### src/rtl/core/sdb_pkg.sv
// Package: types and constants for the SD card SPI boot loader.
`timescale 1ns / 1ps
`default_nettype none
package sdb_pkg;
    localparam int BLOCK_SIZE_BYTES = 512;
    localparam int DUMMY_CLOCK_BYTES = 10;
    localparam int CFG_IDX_W = 3;
    localparam int CFG_DATA_W = 32;

    localparam logic [2:0] REG_IMAGE_MAGIC  = 3'd0;
    localparam logic [2:0] REG_MAX_BYTES    = 3'd1;
    localparam logic [2:0] REG_LOAD_BASE    = 3'd2;
    localparam logic [2:0] REG_RESP_LIMIT   = 3'd3;
    localparam logic [2:0] REG_TOKEN_LIMIT  = 3'd4;
    localparam logic [2:0] REG_RETRY_LIMIT  = 3'd5;
    localparam logic [2:0] REG_SLOW_DIV     = 3'd6;
    localparam logic [2:0] REG_FAST_DIV     = 3'd7;

    localparam logic [1:0] FAIL_CARD   = 2'd0;
    localparam logic [1:0] FAIL_HEADER = 2'd1;
    localparam logic [1:0] FAIL_SUM    = 2'd2;

    localparam logic [7:0] CMD0_CRC   = 8'h95;
    localparam logic [7:0] CMD8_CRC   = 8'h87;
    localparam logic [7:0] OTHER_CRC  = 8'h01;
    localparam logic [31:0] CMD8_ARG  = 32'h0000_01aa;
    localparam logic [31:0] ACMD41_ARG = 32'h4000_0000;
    localparam logic [7:0] START_TOKEN = 8'hfe;
    localparam logic [7:0] R7_CHECK   = 8'haa;
    localparam logic [7:0] IDLE_BYTE  = 8'hff;

    typedef enum logic [4:0] {
        PH_IDLE, PH_DUMMY,
        PH_C0_SEND, PH_C0_RESP, PH_C0_REL,
        PH_C8_SEND, PH_C8_RESP, PH_C8_R7, PH_C8_REL,
        PH_C55_SEND, PH_C55_RESP, PH_C55_REL,
        PH_C41_SEND, PH_C41_RESP, PH_C41_REL,
        PH_C17_SEND, PH_C17_RESP, PH_TOKEN, PH_DATA, PH_CRC, PH_C17_REL,
        PH_DONE, PH_FAIL_CARD, PH_FAIL_HEADER, PH_FAIL_SUM
    } t_phase;

    typedef struct packed {
        logic       command;
        logic [7:0] miso_byte;
    } t_in_item;

    typedef struct packed {
        logic        spi_request;
        logic [7:0]  mosi_byte;
        logic        card_select;
        logic [7:0]  spi_divider;
        logic        mem_write;
        logic [31:0] mem_address;
        logic [31:0] mem_word;
        logic        finished;
        logic        failed;
        logic [1:0]  fail_code;
        logic [31:0] entry_address;
    } t_out_item;

    function automatic logic [7:0] frame_byte(input logic [9:0] idx, input logic [5:0] cmd,
                                              input logic [31:0] arg, input logic [7:0] crc);
        logic [7:0] b;
        case (idx)
            10'd0: b = {2'b01, cmd};
            10'd1: b = arg[31:24];
            10'd2: b = arg[23:16];
            10'd3: b = arg[15:8];
            10'd4: b = arg[7:0];
            10'd5: b = crc;
            default: b = IDLE_BYTE;
        endcase
        return b;
    endfunction
endpackage
`default_nettype wire

### src/rtl/core/sd_spi_image_boot_loader.sv
// Top level: SD card SPI-mode init, header and image block reader.
`timescale 1ns / 1ps
`default_nettype none
// Each accepted item is a start command or the byte returned by the last SPI
// exchange; the block answers with one result item naming the next exchange,
// an optional memory word write, and the done/failed status. An item goes
// from the input register through one level of sequencing logic into the
// output register, so one item is taken per cycle while the output side
// keeps up; the result register and input register form the only pipeline.
module sd_spi_image_boot_loader #(
    parameter int DUMMY_BYTES = sdb_pkg::DUMMY_CLOCK_BYTES
) (
    input  wire logic                            i_clk,
    input  wire logic                            i_rst_n,
    input  wire logic                            i_valid,
    output logic                                 o_stall,
    input  wire sdb_pkg::t_in_item               i_item,
    output logic                                 o_valid,
    input  wire logic                            i_stall,
    output sdb_pkg::t_out_item                   o_item,
    input  wire logic                            i_cfg_we,
    input  wire logic [sdb_pkg::CFG_IDX_W-1:0]   i_cfg_index,
    input  wire logic [sdb_pkg::CFG_DATA_W-1:0]  i_cfg_data
);
    import sdb_pkg::*;

    logic [31:0] r_magic, r_load_base;
    logic [28:0] r_max_bytes;
    logic [7:0]  r_resp_limit, r_slow_div, r_fast_div;
    logic [11:0] r_token_limit, r_retry_limit;

    t_phase      r_phase, n_phase;
    logic [9:0]  r_bcnt, n_bcnt;
    logic [11:0] r_att, n_att;
    logic [7:0]  r_resp, n_resp, r_chk, n_chk;
    logic [31:0] r_shift, n_shift, r_len, n_len, r_exp, n_exp, r_sum, n_sum;
    logic [26:0] r_wtot, n_wtot, r_wseen, n_wseen;
    logic [19:0] r_blk, n_blk, r_btot, n_btot;

    logic        r_in_valid;
    t_in_item    r_in;
    t_out_item   n_out;
    logic        adv;

    assign adv = r_in_valid && !(o_valid && i_stall);
    assign o_stall = r_in_valid && o_valid && i_stall;

    always_ff @(posedge i_clk) begin
        if (!i_rst_n) begin
            r_magic <= 32'h4353_5246;
            r_max_bytes <= 29'h1000_0000;
            r_load_base <= 32'h8000_0000;
            r_resp_limit <= 8'd32;
            r_token_limit <= 12'd1024;
            r_retry_limit <= 12'd1024;
            r_slow_div <= 8'd63;
            r_fast_div <= 8'd1;
        end else if (i_cfg_we) begin
            unique case (i_cfg_index)
                REG_IMAGE_MAGIC: r_magic <= i_cfg_data;
                REG_MAX_BYTES:   r_max_bytes <= i_cfg_data[28:0];
                REG_LOAD_BASE:   r_load_base <= i_cfg_data;
                REG_RESP_LIMIT:  r_resp_limit <= i_cfg_data[7:0];
                REG_TOKEN_LIMIT: r_token_limit <= i_cfg_data[11:0];
                REG_RETRY_LIMIT: r_retry_limit <= i_cfg_data[11:0];
                REG_SLOW_DIV:    r_slow_div <= i_cfg_data[7:0];
                REG_FAST_DIV:    r_fast_div <= i_cfg_data[7:0];
                default: ;
            endcase
        end
    end

    always_ff @(posedge i_clk) begin
        if (!i_rst_n) begin
            r_in_valid <= 1'b0;
            o_valid <= 1'b0;
            r_phase <= PH_IDLE;
            r_bcnt <= '0; r_att <= '0; r_resp <= '0; r_chk <= '0;
            r_shift <= '0; r_len <= '0; r_exp <= '0; r_sum <= '0;
            r_wtot <= '0; r_wseen <= '0; r_blk <= '0; r_btot <= '0;
        end else begin
            if (!o_stall) begin
                r_in_valid <= i_valid;
                r_in <= i_item;
            end
            if (adv) begin
                o_valid <= 1'b1;
                o_item <= n_out;
                r_phase <= n_phase;
                r_bcnt <= n_bcnt; r_att <= n_att; r_resp <= n_resp; r_chk <= n_chk;
                r_shift <= n_shift; r_len <= n_len; r_exp <= n_exp; r_sum <= n_sum;
                r_wtot <= n_wtot; r_wseen <= n_wseen; r_blk <= n_blk; r_btot <= n_btot;
            end else if (!i_stall) begin
                o_valid <= 1'b0;
            end
        end
    end

    logic [7:0]  b;
    logic [31:0] shifted;
    logic [7:0]  resp_lim;
    logic [11:0] tok_lim, ret_lim, att_inc;
    logic [9:0]  bc_inc;
    logic [28:0] len_up;
    logic [31:0] mosi_arg;

    always_comb begin
        b = r_in.miso_byte;
        n_phase = r_phase; n_bcnt = r_bcnt; n_att = r_att; n_resp = r_resp;
        n_chk = r_chk; n_shift = r_shift; n_len = r_len; n_exp = r_exp;
        n_sum = r_sum; n_wtot = r_wtot; n_wseen = r_wseen; n_blk = r_blk;
        n_btot = r_btot;
        n_out = '0;
        resp_lim = r_resp_limit;
        tok_lim = r_token_limit;
        ret_lim = r_retry_limit;
        bc_inc = r_bcnt + 10'd1;
        att_inc = r_att + 12'd1;
        shifted = {b, r_shift[31:8]};
        len_up = '0;
        mosi_arg = '0;
        if (!r_in.command) begin
            n_phase = PH_DUMMY; n_bcnt = '0; n_att = '0; n_resp = '0; n_chk = '0;
            n_shift = '0; n_len = '0; n_exp = '0; n_sum = '0; n_wtot = '0;
            n_wseen = '0; n_blk = '0; n_btot = '0;
        end else begin
            unique case (r_phase)
                PH_DUMMY: begin
                    n_bcnt = bc_inc;
                    if (bc_inc >= 10'(DUMMY_BYTES)) begin
                        n_phase = PH_C0_SEND; n_bcnt = '0;
                    end
                end
                PH_C0_SEND, PH_C8_SEND, PH_C55_SEND, PH_C41_SEND, PH_C17_SEND: begin
                    n_bcnt = bc_inc;
                    if (bc_inc >= 10'd8) begin
                        n_bcnt = '0;
                        n_phase = t_phase'(r_phase + 5'd1);
                    end
                end
                PH_C0_RESP, PH_C8_RESP, PH_C55_RESP, PH_C41_RESP, PH_C17_RESP: begin
                    if (b == IDLE_BYTE) begin
                        n_bcnt = bc_inc;
                        if (bc_inc >= {2'b00, resp_lim}) n_phase = PH_FAIL_CARD;
                    end else begin
                        n_resp = b; n_bcnt = '0;
                        if (r_phase != PH_C17_RESP) n_phase = t_phase'(r_phase + 5'd1);
                        else if (b != 8'd0) n_phase = PH_FAIL_CARD;
                        else begin
                            n_phase = PH_TOKEN; n_att = '0;
                        end
                    end
                end
                PH_C0_REL: begin
                    if (r_resp != 8'd1) n_phase = PH_FAIL_CARD;
                    else begin
                        n_phase = PH_C8_SEND; n_bcnt = '0;
                    end
                end
                PH_C8_R7: begin
                    n_chk = b; n_bcnt = bc_inc;
                    if (bc_inc >= 10'd4) begin
                        n_phase = PH_C8_REL; n_bcnt = '0;
                    end
                end
                PH_C8_REL: begin
                    if (r_resp != 8'd1 || r_chk != R7_CHECK) n_phase = PH_FAIL_CARD;
                    else begin
                        n_att = '0; n_phase = PH_C55_SEND; n_bcnt = '0;
                    end
                end
                PH_C55_REL: begin
                    n_phase = PH_C41_SEND; n_bcnt = '0;
                end
                PH_C41_REL: begin
                    if (r_resp == 8'd0) begin
                        n_blk = '0; n_wseen = '0; n_sum = '0;
                        n_phase = PH_C17_SEND; n_bcnt = '0;
                    end else if (r_resp != 8'd1) n_phase = PH_FAIL_CARD;
                    else begin
                        n_att = att_inc;
                        if (att_inc >= ret_lim || att_inc == 12'd0) n_phase = PH_FAIL_CARD;
                        else begin
                            n_phase = PH_C55_SEND; n_bcnt = '0;
                        end
                    end
                end
                PH_TOKEN: begin
                    if (b == START_TOKEN) begin
                        n_phase = PH_DATA; n_bcnt = '0; n_shift = '0;
                    end else if (b != IDLE_BYTE) n_phase = PH_FAIL_CARD;
                    else begin
                        n_att = att_inc;
                        if (att_inc >= tok_lim || att_inc == 12'd0) n_phase = PH_FAIL_CARD;
                    end
                end
                PH_DATA: begin
                    n_shift = shifted; n_bcnt = bc_inc;
                    if (bc_inc[1:0] == 2'd0) begin
                        if (r_blk == 20'd0) begin
                            if (r_bcnt[9:2] == 8'd0) n_sum = shifted;
                            else if (r_bcnt[9:2] == 8'd1) n_len = shifted;
                            else if (r_bcnt[9:2] == 8'd2) n_exp = shifted;
                        end else begin
                            n_out.mem_write = 1'b1;
                            n_out.mem_address = r_load_base + {3'b000, r_wseen, 2'b00};
                            n_out.mem_word = shifted;
                            if (r_wseen < r_wtot) n_sum = r_sum + shifted;
                            n_wseen = r_wseen + 27'd1;
                        end
                    end
                    if (r_bcnt == 10'(BLOCK_SIZE_BYTES - 1)) begin
                        n_phase = PH_CRC; n_bcnt = '0;
                    end
                end
                PH_CRC: begin
                    n_bcnt = bc_inc;
                    if (bc_inc >= 10'd2) begin
                        n_phase = PH_C17_REL; n_bcnt = '0;
                    end
                end
                PH_C17_REL: begin
                    if (r_blk == 20'd0) begin
                        if (r_sum != r_magic || r_len == 32'd0 ||
                            r_len >= {3'b000, r_max_bytes}) n_phase = PH_FAIL_HEADER;
                        else begin
                            len_up = r_len[28:0] + 29'd3;
                            n_wtot = len_up[28:2];
                            n_btot = 20'(({1'b0, len_up[28:2]} + 28'd127) >> 7);
                            n_sum = '0; n_wseen = '0; n_blk = 20'd1;
                            n_phase = PH_C17_SEND; n_bcnt = '0;
                        end
                    end else if (r_blk >= r_btot) begin
                        n_phase = (r_sum == r_exp) ? PH_DONE : PH_FAIL_SUM;
                    end else begin
                        n_blk = r_blk + 20'd1;
                        n_phase = PH_C17_SEND; n_bcnt = '0;
                    end
                end
                default: ;
            endcase
        end

        mosi_arg = {12'd0, n_blk};
        n_out.spi_request = 1'b1;
        n_out.mosi_byte = IDLE_BYTE;
        n_out.card_select = 1'b1;
        unique case (n_phase)
            PH_DUMMY, PH_C0_REL, PH_C8_REL, PH_C55_REL, PH_C41_REL, PH_C17_REL:
                n_out.card_select = 1'b0;
            PH_C0_SEND:  n_out.mosi_byte = frame_byte(n_bcnt, 6'd0, 32'd0, CMD0_CRC);
            PH_C8_SEND:  n_out.mosi_byte = frame_byte(n_bcnt, 6'd8, CMD8_ARG, CMD8_CRC);
            PH_C55_SEND: n_out.mosi_byte = frame_byte(n_bcnt, 6'd55, 32'd0, OTHER_CRC);
            PH_C41_SEND: n_out.mosi_byte = frame_byte(n_bcnt, 6'd41, ACMD41_ARG, OTHER_CRC);
            PH_C17_SEND: n_out.mosi_byte = frame_byte(n_bcnt, 6'd17, mosi_arg, OTHER_CRC);
            PH_IDLE: n_out.spi_request = 1'b0;
            PH_DONE: begin
                n_out.spi_request = 1'b0;
                n_out.finished = 1'b1;
                n_out.entry_address = r_load_base + {3'b000, n_wtot, 2'b00};
            end
            PH_FAIL_CARD: begin
                n_out.spi_request = 1'b0; n_out.failed = 1'b1; n_out.fail_code = FAIL_CARD;
            end
            PH_FAIL_HEADER: begin
                n_out.spi_request = 1'b0; n_out.failed = 1'b1;
                n_out.fail_code = FAIL_HEADER;
            end
            PH_FAIL_SUM: begin
                n_out.spi_request = 1'b0; n_out.failed = 1'b1; n_out.fail_code = FAIL_SUM;
            end
            default: ;
        endcase
        if (n_out.spi_request) begin
            n_out.spi_divider = (n_phase >= PH_C17_SEND) ? r_fast_div : r_slow_div;
        end else begin
            n_out.mosi_byte = '0;
            n_out.card_select = 1'b0;
        end
    end
endmodule
`default_nettype wire

### config.mk
export PLATFORM = sky130hd
export DESIGN_NAME = sd_spi_image_boot_loader
export DESIGN_NICKNAME = d
export VERILOG_FILES = /design/src/rtl/core/sdb_pkg.sv /design/src/rtl/core/sd_spi_image_boot_loader.sv
export SDC_FILE = /design/constraint.sdc
export NUM_CORES = 2
export LEC_CHECK = 0
export BUFFER_PORTS_ARGS = -buffer_cell sky130_fd_sc_hd__buf_2
export CORE_UTILIZATION = 55
export DETAILED_ROUTE_END_ITERATION = 8
export PLACE_DENSITY = 0.71
export SYNTH_ARGS = -nofsm -noshare
export SYNTH_HDL_FRONTEND = slang
export SYNTH_SLANG_ARGS = --single-unit
### constraint.sdc
create_clock -name i_clk -period 10.42 [get_ports i_clk]
set_input_delay 1.042 -clock i_clk [delete_from_list [all_inputs] [get_ports i_clk]]
set_output_delay 1.042 -clock i_clk [all_outputs]
set_load 0.1 [all_outputs]
==> results.md <==
- The final number of setup-violating endpoints is 0.
- The number of diodes added for antenna fixing is 0.
- The peak fanout along the critical path is 24.
- The via-per-instance ratio is 6.03.
- The total of hold buffers inserted after clock tree synthesis is 0.
- The first TritonRoute pass finished after 6 iterations.
- By instance count, the cell type seen most on the critical path is sky130_fd_sc_hd__nor3_1.
- The number of antenna violations at the first check in global routing is 0.
- After layout, the worst path uses 71.4% of the clock period.
- The worst path buffer plus inverter count is 1.
- In the synthesized netlist the async set-or-reset flop fraction comes to 0%.
- The worst-case clock buffer depth is 3.
- The relative slew slack is 16.6%.
- The number of cell rows is 88.
- Across the routed clock network, the largest skew measured is 0.0206 ns.
- The count of max-cap constraint violations is 0.
- The total clock buffers created by CTS is 58.
- In this run the most critical hold path is launched from r_fast_div[4].
- Broken down by cell family, the worst path's largest delay share belongs to simple AND/OR/NAND/NOR gates.
- The total negative setup slack is 0 ns.
- The combined area of all synthesized cells is 0.0324 mm^2.
- The number of hold violations in the final report is 0.
- For this block, the routed nets add up to 98.3 mm of wire.
- The fraction of power consumed by sequential logic is 45.9%.
- The category of the worst setup path capture point is a flop.
- Input and output buffers added on the ports amount to 169.
- Counting every instance in the synthesized netlist gives 3,964.
- The placed wire-length estimate is 70.5 mm.
- The clock transition at the registers of the reported paths is 0.06 ns.
- VDD sags by at most 0.000139 V.
- The design draws 4.68 mW.
- The net count of the finished layout is 4,266.
- After routing the design area is 0.0356 mm^2.
- The later pin in the worst-skew pair is clocked with a latency of 0.63 ns.
- After layout, the minimum clock period comes to 7.44 ns.
- Fill cells in the final layout number 5,226.
- The number of DRC markers after the initial detailed-route iteration is 2,929.
- The number of levels the H-tree was split into is 2.
- The ratio of cells with drive above 1 in the final layout is 9.07%.
- The data required time at the worst endpoint is 10.77 ns.
- Per report_power, the combinational group accounts for 8.5% of the total.
- Summed over all nets, the switching power comes to 1.22 mW.
- The vertical die dimension is 245 um.
- Yosys mapped a number of flops with a built-in enable equal to 128.
- The tree is rooted in a sky130_fd_sc_hd__clkbuf_16.
- The core region is 0.0579 mm^2.
- The largest stage delay on the critical path is 0.66 ns.
- Setup repair after global routing left no endpoint under its margin.
- Data arrives at the worst endpoint at 7.80 ns.
- The final-report max-slew violation count is 0.
- The signed area change from the synthesized netlist to the final layout is 10.0%.
- The number of top-level pins is 170.
- The worst setup slack for register-to-register paths is 2.98 ns.
- The class of the tightest hold or removal check is reg2reg.
- The beginning of the worst register-to-register path is r_len[31].
- The maximum operating frequency is 134 MHz.
- For this run, design rule violations remaining after detail routing come to 0.
- The run finished with clean final reports.
- The per-instance average area after synthesis is 8.17 um^2.
- CTS saw 528 sinks.
- Net switching is 26.0% of the power.
- The count of synthesis-stage warnings from yosys is 0.
- The pin slew with the least headroom to its limit is 1.25 ns.
- The clock network is responsible for 45.6% of the overall power.
- For this design, the slowest cell found on the critical path is sky130_fd_sc_hd__nor3_1.
- The sequential cell area is 0.0119 mm^2.
- For this run, the register share of the synthesized area comes to 36.6%.
- Buffers added to address setup during post-CTS repair amount to 0.
- The count of distinct cell types in the synthesized netlist is 104.
- The top flip-flop cell by instance count after synthesis is sky130_fd_sc_hd__dfxtp_1.
- The post-CTS resize count is 0.
- Entering global routing, the biggest net connects 114 pins.
- The number of nets in the synthesized netlist is 4,220.
- The first-pass GRT wire length is 153 mm.
- The floorplan step set the die width to 245 um.
- Dividing the detail-routed wire length by the instance count gives 20.4 um.
- Once the floorplan was initialized, standard cells occupied 55.9% of the core.
- For this run, the total global-route usage over all layers was measured as 32.4%.
- The synthesized design contains 528 register bits.
- Cells fill 61.5% of the core in the end.
- The power density over cell area is 131 mW/mm^2.
- The remaining antenna violation count is 0.
- Detailed routing inserted a total of 29,100 vias.
- The congestion estimate from routability-driven global placement came to 0.962.
- The analysis attributes to cell leakage a power of 13.9 nW.
- The internal portion of total power is 3.46 mW.
- Global routing finished with a remaining overflow of 0.
- The worst setup path is of the reg2reg kind.
- The placement-stage cell area is 0.0337 mm^2.
- STA classifies the critical path startpoint as a flop.
- The beginning of the critical path is r_len[31].
- The number of global-route vias before repair is 26,400.
- The area of the multi-input gates is 0.0191 mm^2.
- The die covers 0.0598 mm^2.
- The TritonCTS clock tree is built.
worst reg2reg max path: stages (launching register included):
cell,delay (ns)
sky130_fd_sc_hd__dfxtp_1,0.31
sky130_fd_sc_hd__nor3_1,0.66
sky130_fd_sc_hd__nand4_1,0.18
sky130_fd_sc_hd__nor4_1,0.66
sky130_fd_sc_hd__o2111ai_1,0.24
sky130_fd_sc_hd__a2111oi_2,0.42
sky130_fd_sc_hd__nand2_1,0.62
sky130_fd_sc_hd__nor3_1,0.39
sky130_fd_sc_hd__a21oi_1,0.07
sky130_fd_sc_hd__nor2_1,0.15
sky130_fd_sc_hd__ha_1,0.19
sky130_fd_sc_hd__inv_1,0.06
sky130_fd_sc_hd__fa_1,0.38
sky130_fd_sc_hd__nor2b_1,0.16
sky130_fd_sc_hd__o21ai_0,0.15
sky130_fd_sc_hd__a21boi_0,0.36
sky130_fd_sc_hd__o211ai_1,0.12
sky130_fd_sc_hd__a21boi_0,0.31
sky130_fd_sc_hd__o211ai_1,0.16
sky130_fd_sc_hd__a211oi_1,0.41
sky130_fd_sc_hd__nor3_1,0.12
sky130_fd_sc_hd__nor3_1,0.41
sky130_fd_sc_hd__nor3_1,0.15
sky130_fd_sc_hd__o31ai_1,0.29
sky130_fd_sc_hd__xnor2_1,0.15
sky130_fd_sc_hd__nor2_1,0.06
registers in the layout, summed over array words and instances (netlist names), 24 cells and up:
name,count
r_len,32
r_sum,32
r_max_bytes,29
r_shift,24
r_wtot,27
r_wseen,27
r_magic,32
r_load_base,32
r_exp,32
o_item,119
synth_stat cells (all sizes together), types with 90 or more instances:
| cell | n | area, um^2 |
|---|---|---|
| clkbuf | 191 | 729 |
| a21boi | 242 | 1820 |
| o21ai | 202 | 1010 |
| nand3 | 178 | 891 |
| ha | 204 | 2550 |
| nand2 | 645 | 2420 |
| xor2 | 121 | 1060 |
| xnor2 | 90 | 788 |
| inv | 168 | 631 |
| a21oi | 204 | 1020 |
| dfxtp | 400 | 8010 |
| nor2 | 267 | 1010 |
| nor3 | 94 | 497 |
| edfxtp | 128 | 3840 |
| and2 | 103 | 647 |
metrics by stage:
stage | setup WS (ns) | std cells | hold slack (ns)
finish | 2.98 | 4823 | 0.466
global route | 2.39 | 4823 | 0.486
CTS | 3.15 | 4823 | 0.467
detailed placement | 3.25 | 4715 | 0.459
global placement | 3.49 | 4715 | 0.451
floorplan | 4.88 | 3964 | 0.440
kinds of logic (layout without fill, tap and decap cells):
logic type	after synthesis	after routing	synth area share (%)
xor gates and xnor gates	211	211	5.71
DFF	528	528	36.6
muxes	21	21	0.680
AOI/OAI and AO/OA	963	963	19.9
and+or+nand+nor	1645	1645	24.4
buffers and inverters	388	482	4.66
adders and majority gates	208	208	8.10
power by group through the flow:
stage | logic [mW] | registers [mW] | clock network (mW)
finish | 0.397 | 2.15 | 2.14
global route | 0.419 | 2.15 | 2.24
CTS | 0.390 | 2.15 | 2.16
detailed placement | 0.388 | 2.20 | 0
global placement | 0.388 | 2.19 | 0
floorplan | 0.195 | 2.27 | 0
layer usage:
metal  track usage (%)  vias to the layer above  part of all wire [%]
li1                  -                    14000                     -
met1              46.9                    13600                    45
met2              48.7                     1225                    42
met3              4.53                      194                   8.2
met4              12.5                        0                   4.1
met5                 0                        -                     0
cell type report:
type / count / area share [%]
Sequential cell: 528 / 33.3
Timing Repair Buffer: 205 / 3.19
Multi-Input combinational cell: 3048 / 53.6
Clock inverter: 37 / 1.13
Inverter: 169 / 1.78
Tap cell: 765 / 2.69
Clock buffer: 71 / 4.39
placed cells by master, fill, tap and decap left out, types with 101 or more instances in the layout:
cell                       Yosys  layout
sky130_fd_sc_hd__dfxtp_1     400     400
sky130_fd_sc_hd__inv_1       168     168
sky130_fd_sc_hd__a21boi_0    242     242
sky130_fd_sc_hd__ha_1        204     204
sky130_fd_sc_hd__nor2_1      266     262
sky130_fd_sc_hd__buf_2        17     168
sky130_fd_sc_hd__edfxtp_1    128     128
sky130_fd_sc_hd__and2_1      102     101
sky130_fd_sc_hd__o21ai_0     200     200
sky130_fd_sc_hd__xor2_1      121     121
sky130_fd_sc_hd__nand2_1     645     643
sky130_fd_sc_hd__a21oi_1     203     200
sky130_fd_sc_hd__nand3_1     178     177
path summary, 6_finish.rpt:
check | endpoint | depth (start not counted)
worst max-delay path | o_item[28] | 25
worst min-delay path | r_fast_div[4] | 2
worst max register to register | o_item[28] | 25
worst min register to register | r_fast_div[4] | 2
(Power assumes the default switching activity.)
